===== src/bpfa_bitmap_mem.sv =====
// Bitmap store: one write port and one registered read port.
// Standalone; no package needed.
module bpfa_bitmap_mem #(
    parameter int WORD_BITS = 32,
    parameter int DEPTH     = 128
) (
    input  logic                     clk,
    input  logic                     wr_en,
    input  logic [$clog2(DEPTH)-1:0] wr_addr,
    input  logic [WORD_BITS-1:0]     wr_data,
    input  logic [$clog2(DEPTH)-1:0] rd_addr,
    output logic [WORD_BITS-1:0]     rd_data
);

    logic [WORD_BITS-1:0] mem [DEPTH];

    // Write when enabled and read every cycle; the sequencer never reads the word it writes.
    always_ff @(posedge clk)
    begin
        if (wr_en)
        begin
            mem[wr_addr] <= wr_data;
        end
        rd_data <= mem[rd_addr];
    end

endmodule


===== config.mk =====
export PLATFORM = sky130hd
export DESIGN_NAME = bpfa_bitmap_mem
export DESIGN_NICKNAME = d
export VERILOG_FILES = /design/src/bpfa_bitmap_mem.sv
export SDC_FILE = /design/constraint.sdc
export NUM_CORES = 2
export LEC_CHECK = 0
export BUFFER_PORTS_ARGS = -buffer_cell sky130_fd_sc_hd__buf_4
export CAP_MARGIN = 20
export CORE_MARGIN = 2
export CORE_UTILIZATION = 25
export CTS_CLUSTER_DIAMETER = 30
export DETAILED_ROUTE_END_ITERATION = 12
export HOLD_SLACK_MARGIN = 0.06
export PLACE_DENSITY_LB_ADDON = 0.05
export SETUP_SLACK_MARGIN = 0.2
export SLEW_MARGIN = 20
export SYNTH_ARGS = -nofsm -noshare
export SYNTH_HDL_FRONTEND = slang
export SYNTH_SLANG_ARGS = --single-unit

===== constraint.sdc =====
create_clock -name clk -period 3.6 [get_ports clk]
set_input_delay 0.18 -clock clk [delete_from_list [all_inputs] [get_ports clk]]
set_output_delay 0.18 -clock clk [all_outputs]
set_load 0.02 [all_outputs]

* Yosys cells after proc, flatten, opt, wreduce, memory -nomap -nowiden
Memories as Yosys holds them, arrays and structs flattened. A register that Yosys moved wholly into a read port is not among the register bits.
Index checks and enable logic that the tools add are counted.
** Storage, ports and cells
- Memories :: 1
- Output and inout bits :: 32
- Word-level logic and storage cells :: 3
- Bits in writable memories :: 4096
- Flip-flop bits (word level) :: 0
- Latch bits :: 0
- ROM bits :: 0
- Input bits :: 48
** Cells by class
- Equality and inequality tests :: 0
- Shift operators :: 0
- $mul :: 0
- Muxes and demuxes :: 2
- Divide/modulo/power cells :: 0
- Add/subtract/negate cells :: 0
- Bitwise operators :: 0
- Reduce and logical (&&, ||, !) cells :: 0
- Order comparisons :: 0
** Memory list
- mem :: depth 128, bits a word 32, rd ports 1, clocked after memory_dff 1, write ports 1, RTL line 15 : logic [WORD_BITS-1:0] mem [DEPTH];
** Operators with widths (number)
- $mux W1 :: 2

* Logic depth before layout (Yosys ltp)
- Depth in word-level cells :: 2
- Depth in mapped cells :: 8
- Depth with buffers taken out :: 4

* Worst setup path before layout
OpenSTA, ideal clock, no wires.
- Kind :: input to register
- Start point :: input wr_en
- End point :: memory mem[98][0] (enable)
- Data required time :: 3.139 ns
- Arrival time :: 2.958 ns
- Library setup time :: 0.461 ns
- Path slack :: 0.181 ns
- Stages on the path :: 3
- Cell sequence :: clkbuf_1 > nand4_1 > nor3_1
** On the way
- Cells in the longest elaborated chain, start to end :: 2
** Ends and longest elaborated chain
- from (decl) :: RTL line 8 : input logic wr_en,
- $mux W1 :: RTL line 20 : if (wr_en)
- $mux W1 (not written as such) :: RTL line 22 : mem[wr_addr] <= wr_data;
- to (decl) :: RTL line 15
Every way passes these cells.

* Worst setup path in the final report
- Start point :: input wr_addr[6]
- End point :: memory mem[65][14] (enable)
** RTL lines
- from (decl) :: RTL line 9 : input logic [$clog2(DEPTH)-1:0] wr_addr,
Straight into the memory's write port.

==> impl_metrics.csv <==
group,metric,value,unit
outcome,status,"complete, no violations",
route,drt_iter0_markers,7963,
critical_path,cp_slowest_cell,"dlygate4sd3_1",
synth,yosys_warnings,0,
sta,fin_ws,0.404,ns
synth,synth_seq_cells,4128,
global_routing,grt_pass1_wl,765,mm
floorplan,ios,80,
hold_path,min_path_type,"input pin to flip-flop",
global_routing,first_global_vias,83300,
sta,rsz0062_at_grt,"false",
floorplan,dieArea,0.631,sq mm
cells_and_area,mostFrequentLayoutCells,"edfxtp_1 (4096), mux4_2 (1344), clkbuf_16 (1193), buf_4 (313), buf_12 (292)",
cells_and_area,final_common_cell,"edfxtp_1",
cells_and_area,nets,7567,
cts,clk_transition_reported_paths,0.04,ns
route,route.detailed.drc,0,
sta,slew-limit-headroom,26.0,%
sta,fmax,0.313,GHz
floorplan,die_h,795,um
synth,syn-num-nets,6038,
floorplan,row_count,290,
global_routing,overflow,0,
critical_path,start_kind,"input pin",
global_routing,grt_max_degree,129,
synth,synth_cell_types,17,
route,vias,76900,
sta,drv_slew,0,
cts,clk_latency,1.17,ns
placement,gp_congestion,0.723,
synth,syn_area,0.156,sq mm
placement,pre_cts_slack,-0.0713,ns
route,drt-vias-per-instance,4.59,
critical_path,max_stage_delay,0.94,ns
sta,setup_viol,0,
pwr,power_leakage,68.4,nW
cells_and_area,area_delta_synth_final,36.0,%
cts,cts_root_buffer,"clkbuf_16",
synth,seq_area_frac_synth,79.1,%
cts,htreeDepth,7,
floorplan,fp.coreArea,0.623,sq mm
sta,finalHoldViolCount,0,
sta,skew,0.0638,ns
sta,min_period_over_period,88.8,%
global_routing,track_usage,18.3,%
critical_path,crit_arrival,4.03,ns
global_routing,antenna_found_initial,111,
critical_path,path_common_cell,"dlygate4sd3_1",
placement,post-dp-hpwl,334,mm
critical_path,required,4.44,ns
cts,cts_max_path_buffers,5,
route,drtPass1Iterations,7,
sta,worst_slew_pin_slew,1.11,ns
cts,post-cts-setup-buffers,0,
route,ant_nets,0,
route,routedWlPerCell,34.6,um
cts,cts_buffers,1164,
floorplan,dieWidth,795,um
sta,min_period,3.20,ns
pwr,p_per_area,739,mW/mm^2
cells_and_area,drive_gt1_share,45.2,%
flow_run,maxCapViolCount,0,
critical_path,worstSetupEndpointType,"flip-flop",
sta,setup_tns,0,ns
critical_path,critical_path_class,"input pin to flip-flop",
synth,syn_inst,5990,
cts,cts_sinks,4128,
critical_path,crit_fanout,11,
floorplan,start_util,25.1,%
synth,avgSynthCellArea,26.1,sq um
route,totalWireLength,579,mm
placement,io_buffers,79,
critical_path,crit_chain,"dlygate4sd3_1 -> buf_4 -> nor2b_1 -> dlygate4sd3_1 -> nand2_1 -> dlygate4sd3_1 -> buf_4 -> nor2_4 -> dlygate4sd3_1 -> buf_12",
pwr,max-vdd-ir-drop,498,uV
cts,cts_tree,"yes",
[per-layer routing]
metal	vias to the layer above	part of all wire, %	global-route usage [%]
li1	30100	-	-
met1	43200	45	25.2
met2	2738	47	29.1
met3	823	6.0	4.17
met4	6	1.9	5.01
met5	-	0.0071	0
[cells in the mapped netlist]
cell type,instances,area [sq um]
nor2b_1,7,43.8
mux4_2,1344,30300
or3_1,1,6.26
nand4_1,3,18.8
buf_1,50,188
edfxtp_1,4096,123000
clkbuf_1,182,683
nand3_1,12,60.1
buf_4,3,22.5
nand2b_1,2,12.5
nand2_1,14,52.6
buf_6,2,22.5
nor2_1,122,458
nor3_1,9,45.0
dfxtp_1,32,641
mux2_2,32,360
buf_2,79,395
[final cells by class]
class,instances,area (sq um)
Sequential cell,4128,124000
Timing Repair Buffer,679,9060
Clock inverter,623,6360
Tap cell,8322,10400
Clock buffer,1374,30600
Multi-Input combinational cell,1546,32300
Antenna cell,77,193
Fill cell,58100,411000
[flip-flops by register name, indices dropped and copies added, names as in the netlist]
| register | cells |
|---|---|
| mem | 4096 |
| rd_data | 32 |
[timing repair]
item,in CTS,in global routing
endpoints found under the hold margin,6587,45
hold buffers,58,5
gates resized for setup,0,0
[worst max-delay path: cells and delay by family]
family	cells	cell delay [ns]
buffers and inverters	7	3.47
AND/OR/NAND/NOR	3	0.36
[final timing paths]
check | from | end | slack (ns) | depth (start not counted)
setup / recovery | wr_addr[6] | mem[65][14]$_DFFE_PP_ | 0.40 | 10
hold / removal | wr_data[25] | mem[66][25]$_DFFE_PP_ | 0.14 | 2
setup reg to reg | mem[4][31]$_DFFE_PP_ | rd_data[31]$_DFF_P_ | 0.82 | 4
hold reg to reg | mem[74][13]$_DFFE_PP_ | rd_data[13]$_DFF_P_ | 1.14 | 4
[power breakdown]
| group | switching, W | internal (W) |
|---|---|---|
| sequential | 0.000294 | 0.0533 |
| clock | 0.0287 | 0.0683 |
| combinational | 0.00403 | 0.00237 |
| total | 0.0330 | 0.124 |
[through the flow]
| step | area [sq um] | total power [W] | instances | hold slack, ns | util, % |
|---|---|---|---|---|---|
| floorplan | 156000 | 0.0568 | 5990 | 0.279 | - |
| global placement | 175000 | 0.0610 | 14600 | 0.619 | 28.0 |
| detailed placement | 175000 | 0.0610 | 14600 | 0.618 | 28.0 |
| CTS | 212000 | 0.159 | 16700 | 0.0744 | 34.0 |
| global route | 212000 | 0.162 | 16700 | 0.131 | 34.1 |
| finish | 213000 | 0.157 | 16700 | 0.137 | 34.1 |
[logic make-up after synthesis]
| family | after synthesis | share of synthesized area [%] |
|---|---|---|
| AND/OR/NAND/NOR | 170 | 0.446 |
| multiplexers | 1376 | 19.6 |
| buffers and inverters | 316 | 0.839 |
| flip-flops | 4128 | 79.1 |
No activity file was read; power rests on OpenSTA's default activity.
