==> src/bpfa_pkg.sv <==
// Package for the bitmap page frame allocator.
// Holds the request and response word types, function and status codes and defaults.
// No dependencies.
package bpfa_pkg;

    // Default geometry; both must be powers of two, with at least two bitmap words.
    localparam int NUM_FRAMES_DEF = 4096;
    localparam int WORD_BITS_DEF  = 32;

    // Fixed field widths of the request and response words.
    localparam int CFG_W   = 8;
    localparam int FRAME_W = 12;
    localparam int COUNT_W = 13;

    // Number of bitmap words in use after reset.
    localparam logic [CFG_W-1:0] WORDS_RESET = 8'd128;

    typedef enum logic [1:0] {
        FUNC_ALLOC   = 2'd0,
        FUNC_FREE    = 2'd1,
        FUNC_RESERVE = 2'd2,
        FUNC_QUERY   = 2'd3
    } func_t;

    typedef enum logic [1:0] {
        STAT_DONE  = 2'd0,
        STAT_NOMEM = 2'd1,
        STAT_ZERO  = 2'd2
    } status_t;

    typedef struct packed {
        func_t                func;
        logic [FRAME_W-1:0]   start_frame;
        logic [COUNT_W-1:0]   page_count;
    } req_t;

    typedef struct packed {
        status_t              status;
        logic [FRAME_W-1:0]   frame;
        logic [COUNT_W-1:0]   free_count;
        logic [COUNT_W-1:0]   used_count;
    } rsp_t;

endpackage

==> src/bpfa_word_unit.sv <==
// Shared word unit: run search, trailing free run and population count for one bitmap word.
// Depends on bpfa_pkg.
module bpfa_word_unit #(
    parameter int WORD_BITS = bpfa_pkg::WORD_BITS_DEF
) (
    input  logic [WORD_BITS-1:0]               word,
    input  logic [bpfa_pkg::COUNT_W-1:0]       cnt,
    input  logic [bpfa_pkg::COUNT_W-1:0]       run,
    output logic                               hit,
    output logic [$clog2(WORD_BITS)-1:0]       hit_pos,
    output logic [bpfa_pkg::COUNT_W-1:0]       run_next,
    output logic [$clog2(WORD_BITS+1)-1:0]     pop
);
    import bpfa_pkg::*;

    localparam int BW = $clog2(WORD_BITS);
    localparam int PW = $clog2(WORD_BITS + 1);
    localparam logic [WORD_BITS-1:0] ALL = '1;

    logic [WORD_BITS-1:0] free_bits;
    logic [WORD_BITS-1:0] lvl [BW+1];
    logic [WORD_BITS-1:0] win;
    logic [WORD_BITS-1:0] carry_hit;
    logic [WORD_BITS-1:0] hit_vec;
    logic [COUNT_W-1:0]   need_m1;
    logic [PW-1:0]        top_free;
    logic                 in_word;

    assign free_bits = ~word;

    // Frames still needed beyond the run carried in from lower words, minus one.
    assign need_m1 = cnt - run - COUNT_W'(1);
    assign in_word = (cnt <= COUNT_W'(WORD_BITS));

    // Level k marks positions that end a free window of 2**k frames.
    always_comb
    begin
        lvl[0] = free_bits;
        for (int k = 1; k <= BW; k++)
        begin
            lvl[k] = lvl[k-1] & (lvl[k-1] << (1 << (k - 1)));
        end
    end

    // Combine the levels picked by the bits of the count into a window of cnt frames.
    always_comb
    begin
        logic have;
        have = 1'b0;
        win  = ALL;
        for (int k = 0; k <= BW; k++)
        begin
            if (cnt[k])
            begin
                if (have)
                begin
                    win = lvl[k] & (win << (1 << k));
                end
                else
                begin
                    win = lvl[k];
                end
                have = 1'b1;
            end
        end
    end

    // A position also completes a run when every frame up to and including it in this word
    // is free and the run carried in is long enough.
    always_comb
    begin
        for (int b = 0; b < WORD_BITS; b++)
        begin
            carry_hit[b] = ((word & (ALL >> (WORD_BITS - 1 - b))) == '0) &&
                           (COUNT_W'(b) >= need_m1);
        end
    end

    assign hit_vec = carry_hit | (in_word ? win : '0);
    assign hit     = |hit_vec;

    // Lowest position that completes a run.
    always_comb
    begin
        hit_pos = '0;
        for (int b = WORD_BITS - 1; b >= 0; b--)
        begin
            if (hit_vec[b])
            begin
                hit_pos = BW'(b);
            end
        end
    end

    // Free frames above the highest used frame.
    always_comb
    begin
        top_free = PW'(WORD_BITS);
        for (int b = 0; b < WORD_BITS; b++)
        begin
            if (word[b])
            begin
                top_free = PW'(WORD_BITS - 1 - b);
            end
        end
    end

    assign run_next = (word == '0) ? run + COUNT_W'(WORD_BITS) : COUNT_W'(top_free);
    assign pop      = PW'($countones(word));

endmodule
==> config.mk <==
export PLATFORM = sky130hd
export DESIGN_NAME = bpfa_word_unit
export DESIGN_NICKNAME = d
export VERILOG_FILES = /design/src/bpfa_pkg.sv /design/src/bpfa_word_unit.sv
export SDC_FILE = /design/constraint.sdc
export NUM_CORES = 1
export LEC_CHECK = 0
export ABC_AREA = 1
export BUFFER_PORTS_ARGS = -buffer_cell sky130_fd_sc_hd__buf_2
export CAP_MARGIN = 20
export CORE_MARGIN = 5
export CORE_UTILIZATION = 57
export DETAILED_ROUTE_END_ITERATION = 10
export PLACE_DENSITY = 0.89
export SYNTH_ARGS = -nofsm -noshare
export SYNTH_HDL_FRONTEND = slang
export SYNTH_SLANG_ARGS = --single-unit
==> constraint.sdc <==
create_clock -name vclk -period 23.4
set_input_delay 5.85 -clock vclk [all_inputs]
set_output_delay 5.85 -clock vclk [all_outputs]
set_load 0.005 [all_outputs]
# Word-level counts from Yosys, hierarchy flattened
# Cells that the tools add are included.
[word_totals] register_bits=0 inputBits=58 out_inout_bits=25 elab_cells=225
[classes] n_addsub=34 n_lt_le_gt_ge=33 mux=82 n_bitwise=11 n_reduce_logical=65
[ops] cell="$logic_not 32->1" count=32
[ops] cell="$mux 32" count=12
[ops] cell="$and 32x32->32" count=9
[ops] cell="$ge 5x13->1 const A" count=16
[ops] cell="$mux 6" count=32
[ops] cell="$mux 5" count=32
[ops] cell="$ge 4x13->1 const A" count=8
[ops] cell="$ge 3x13->1 const A" count=4
[ops] cell="$add 1x1->2" count=16
[ops] cell="$logic_and 1x1->1" count=32
[ops] cell="$not 32->32" count=1
[ops] cell="$or 32x32->32" count=1
[ops] cell="$reduce_or 32->1" count=1
[ops] cell="$ge 1x13->1 const A" count=2
[ops] cell="$ge 2x13->1 const A" count=2
[ops] cell="$add 2x2->3" count=8
[ops] cell="$add 3x3->4" count=4
[ops] cell="$add 13x6->13 const B" count=1
[ops] cell="$le 13x6->1 const B" count=1
[ops] cell="$mux 13" count=1
[ops] cell="$sub 13x1->13 const B" count=1
[ops] cell="$sub 13x13->13" count=1
[ops] cell="$add 4x4->5" count=2
[ops] cell="$add 5x5->6" count=1
[ops] cell="$mux 1" count=5

# Depth between registers and ports, before layout
[depth] word_depth=49 depth_mapped=44

# Worst setup path before layout
# OpenSTA, ideal clock, no wires.
[synth_path] path_type="input -> output" startpoint="in word[17]" endpoint="out pop[4]" arrival_ns=9.818 path_slack_ns=7.732 cell_stages=15 cell_sequence="fa_1 -> inv_1 -> fa_1 -> inv_1 -> fa_1 -> inv_1 -> fa_1 -> fa_1 -> fa_1 -> inv_1 -> ha_1 -> inv_1 -> fa_1 -> o21a_1 -> xor2_1"
[synth_between] elab_chain_len=5
[synth_rtl] item="start, declared" line_no="bpfa_word_unit.sv:6" text="input logic [WORD_BITS-1:0] word,"
[synth_rtl] item="$add 1x1->2 (implied by the code)" line_no="bpfa_word_unit.sv:109" text="assign pop = PW'($countones(word));"
[synth_rtl] item="$add 2x2->3 (implied by the code)" line_no="bpfa_word_unit.sv:109"
[synth_rtl] item="$add 3x3->4 (implied by the code)" line_no="bpfa_word_unit.sv:109"
[synth_rtl] item="$add 4x4->5 (implied by the code)" line_no="bpfa_word_unit.sv:109"
[synth_rtl] item="$add 5x5->6 (implied by the code)" line_no="bpfa_word_unit.sv:109"
[synth_rtl] item="end, declared" line_no="bpfa_word_unit.sv:12" text="output logic [$clog2(WORD_BITS+1)-1:0] pop"
# No other way between the ends.

# Worst setup path in the final report
# Same ends and word-level chain as after synthesis.

==> impl_metrics.tcl <==
set metrics [dict create \
    crit_top_cell "fa_1" \
    synth_top_family_by_area "simple AND/OR/NAND/NOR gates" \
    fp.dieH_um 106 \
    synth-xor-area-share_pct 2.32 \
    cts_setup_buffers 0 \
    path_buf_inv 7 \
    viasPerCell 5.88 \
    dieArea_um2 11300 \
    nFlopsAndLatches 0 \
    crit_path_start_kind "primary input" \
    top_layer_used "met4" \
    ir_worst_vdd_mv 0.150 \
    syn_area_um2 5280 \
    hpwl_um 16300 \
    row_count 35 \
    critical-path-top-delay-family "adder cells" \
    max_freq_mhz 62.2 \
    dpl_cell_area_um2 5720 \
    pin_count 83 \
    num_vias 7084 \
    synthAdderAreaFrac_pct 14.9 \
    period_minus_slack_ns 16.08 \
    drt_iter0_drc 878 \
    setup_violations 0 \
    wl_um 19400 \
    core_um2 9150 \
    grt_usage_pct 33.7 \
    grt_pass1_vias 6625 \
    routedWlPerCell_um 16.1 \
    ys_types 53 \
    syn_to_final_growth_pct 8.34 \
    wl_met3_um 1980 \
    drive_gt1_share_pct 11.6 \
    worst_pin_slew_ns 0.722 \
    overflow 0 \
    cts_resized 0 \
    synthSimpleGateAreaFrac_pct 50.6 \
    route.met2.wl_um 8590 \
    first_pass_iters 6 \
    cp_cell_sequence "buf_2, fa_1, inv_1, fa_1, inv_1, fa_1, inv_1, fa_1, fa_1, fa_1, inv_1, ha_1, inv_1, fa_1, o21a_1, xor2_1, buf_2" \
    yosysWarnings 0 \
    seq_area_um2 0 \
    antenna_found_initial 0 \
    die_x_um 106 \
    rsz0062_at_grt "no" \
    fin_nets 1201 \
    met1_length_um 7730 \
    ys_seq_area_share_pct 0 \
    slowest_stage "fa_1" \
    worstHoldPathType "primary input to primary output" \
    hold_path.startpoint "run[5]" \
    slew_headroom_pct 51.2 \
    drc_errors 0 \
    final_cell_area_um2 5720 \
    initial_core_util_pct 57.7 \
    routabilityCongestion 1.07 \
    status "finished clean" \
    critPathKind "primary input to primary output" \
    fin_setup_tns_ns 0 \
    cap_viol_max_count 0 \
    synthMuxAreaShare_pct 0 \
    nClkBuffers 0 \
    power_uw 274 \
    leakage_uw 0.00306 \
    required_ns 17.55 \
    synth_compound_area_share_pct 17.2 \
    fill_cells 970 \
    cp.arrival_ns 10.23 \
    drv_slew 0 \
    p_per_area_nw_per_um2 47.8 \
    layout_common_cells "nand2_1, inv_1, nor2_1" \
    end_kind "primary output" \
    cp-startpoint "word[17]" \
    syn_nets 1141 \
    hold_viol_final 0 \
    grt_pass1_wl_um 31300 \
    final_common_cell "nand2_1" \
    n_antenna_cell 0 \
    port_buffers 83 \
    slowest_delay_ns 0.55 \
    final_antenna_net_count 0 \
    worstPathMaxFanout 6 \
    hold_buffers 0 \
    grt_max_degree 41 \
    postSynthAreaPerCell_um2 5.10 \
    finalCritPeriodShare_pct 68.7 \
    synthCells 1035 \
]
tightest hold or removal path, cell delays in order:
cell	delay (ns)
buf_2	0.10
nor2_1	0.05
buf_2	0.12
layer usage:
metal / up-vias / global-route usage, %
met3: 78 / 3.28
met4: 0 / 15.5
met5: - / 0
li1: 3451 / -
met1: 3077 / 43.5
met2: 478 / 56.3
kinds of logic (layout without fill, tap and decap cells):
family,after synthesis,after routing
AND/OR/NAND/NOR,622,622
AO/OA/AOI/OAI,151,151
buffers and inverters,203,261
adder cells (fa/ha/maj),48,48
XOR/XNOR,11,11
metrics by stage:
stage	utilization (%)	hold WS (ns)	setup slack (ns)	cells
3_5_place_dp	62.5	11.97	7.31	1204
3_3_place_gp	62.5	11.96	7.40	1204
2_1_floorplan	-	11.73	7.73	1035
6_report	62.5	11.96	7.32	1204
4_1_cts	62.5	11.97	7.30	1204
5_1_grt	62.5	11.99	7.13	1204
worst paths after layout:
check                         end  slack [ns]  depth (start not counted)
worst max-delay path       pop[4]        7.32                         17
worst min-delay path  run_next[5]       11.96                          3
synth_stat cells, drive strengths merged (4+ instances only):
cell     instances  area share [%]
nand3b           4            0.57
o31ai            6            0.85
xnor2            5             1.3
nor3            22             2.2
nand3           93             9.2
clkbuf          11            0.78
fa              25             9.5
or2              4            0.47
a21oi           42             4.1
o221ai           4            0.66
inv            174              12
nor4             4            0.47
a31oi           13             1.8
ha              23             5.4
o21ai           60             5.9
nand2          319              23
o22ai            4            0.47
o2111ai          6            0.99
buf             15             1.5
nand4           18             2.1
xor2             6            0.99
nor2           151              12
power by group:
group	leakage [µW]	internal, µW	total, µW	switching [µW]
clock	0	0	0	0
combinational	0.00306	112	274	161
sequential	0	0	0	0
cell type report:
type                            count  area (µm²)  share of cell area (%)
Multi-Input combinational cell    832        4490                    78.5
Timing Repair Buffer               84         423                    7.39
Tap cell                          111         139                    2.43
Inverter                          177         667                    11.7
(Power assumes the default switching activity.)
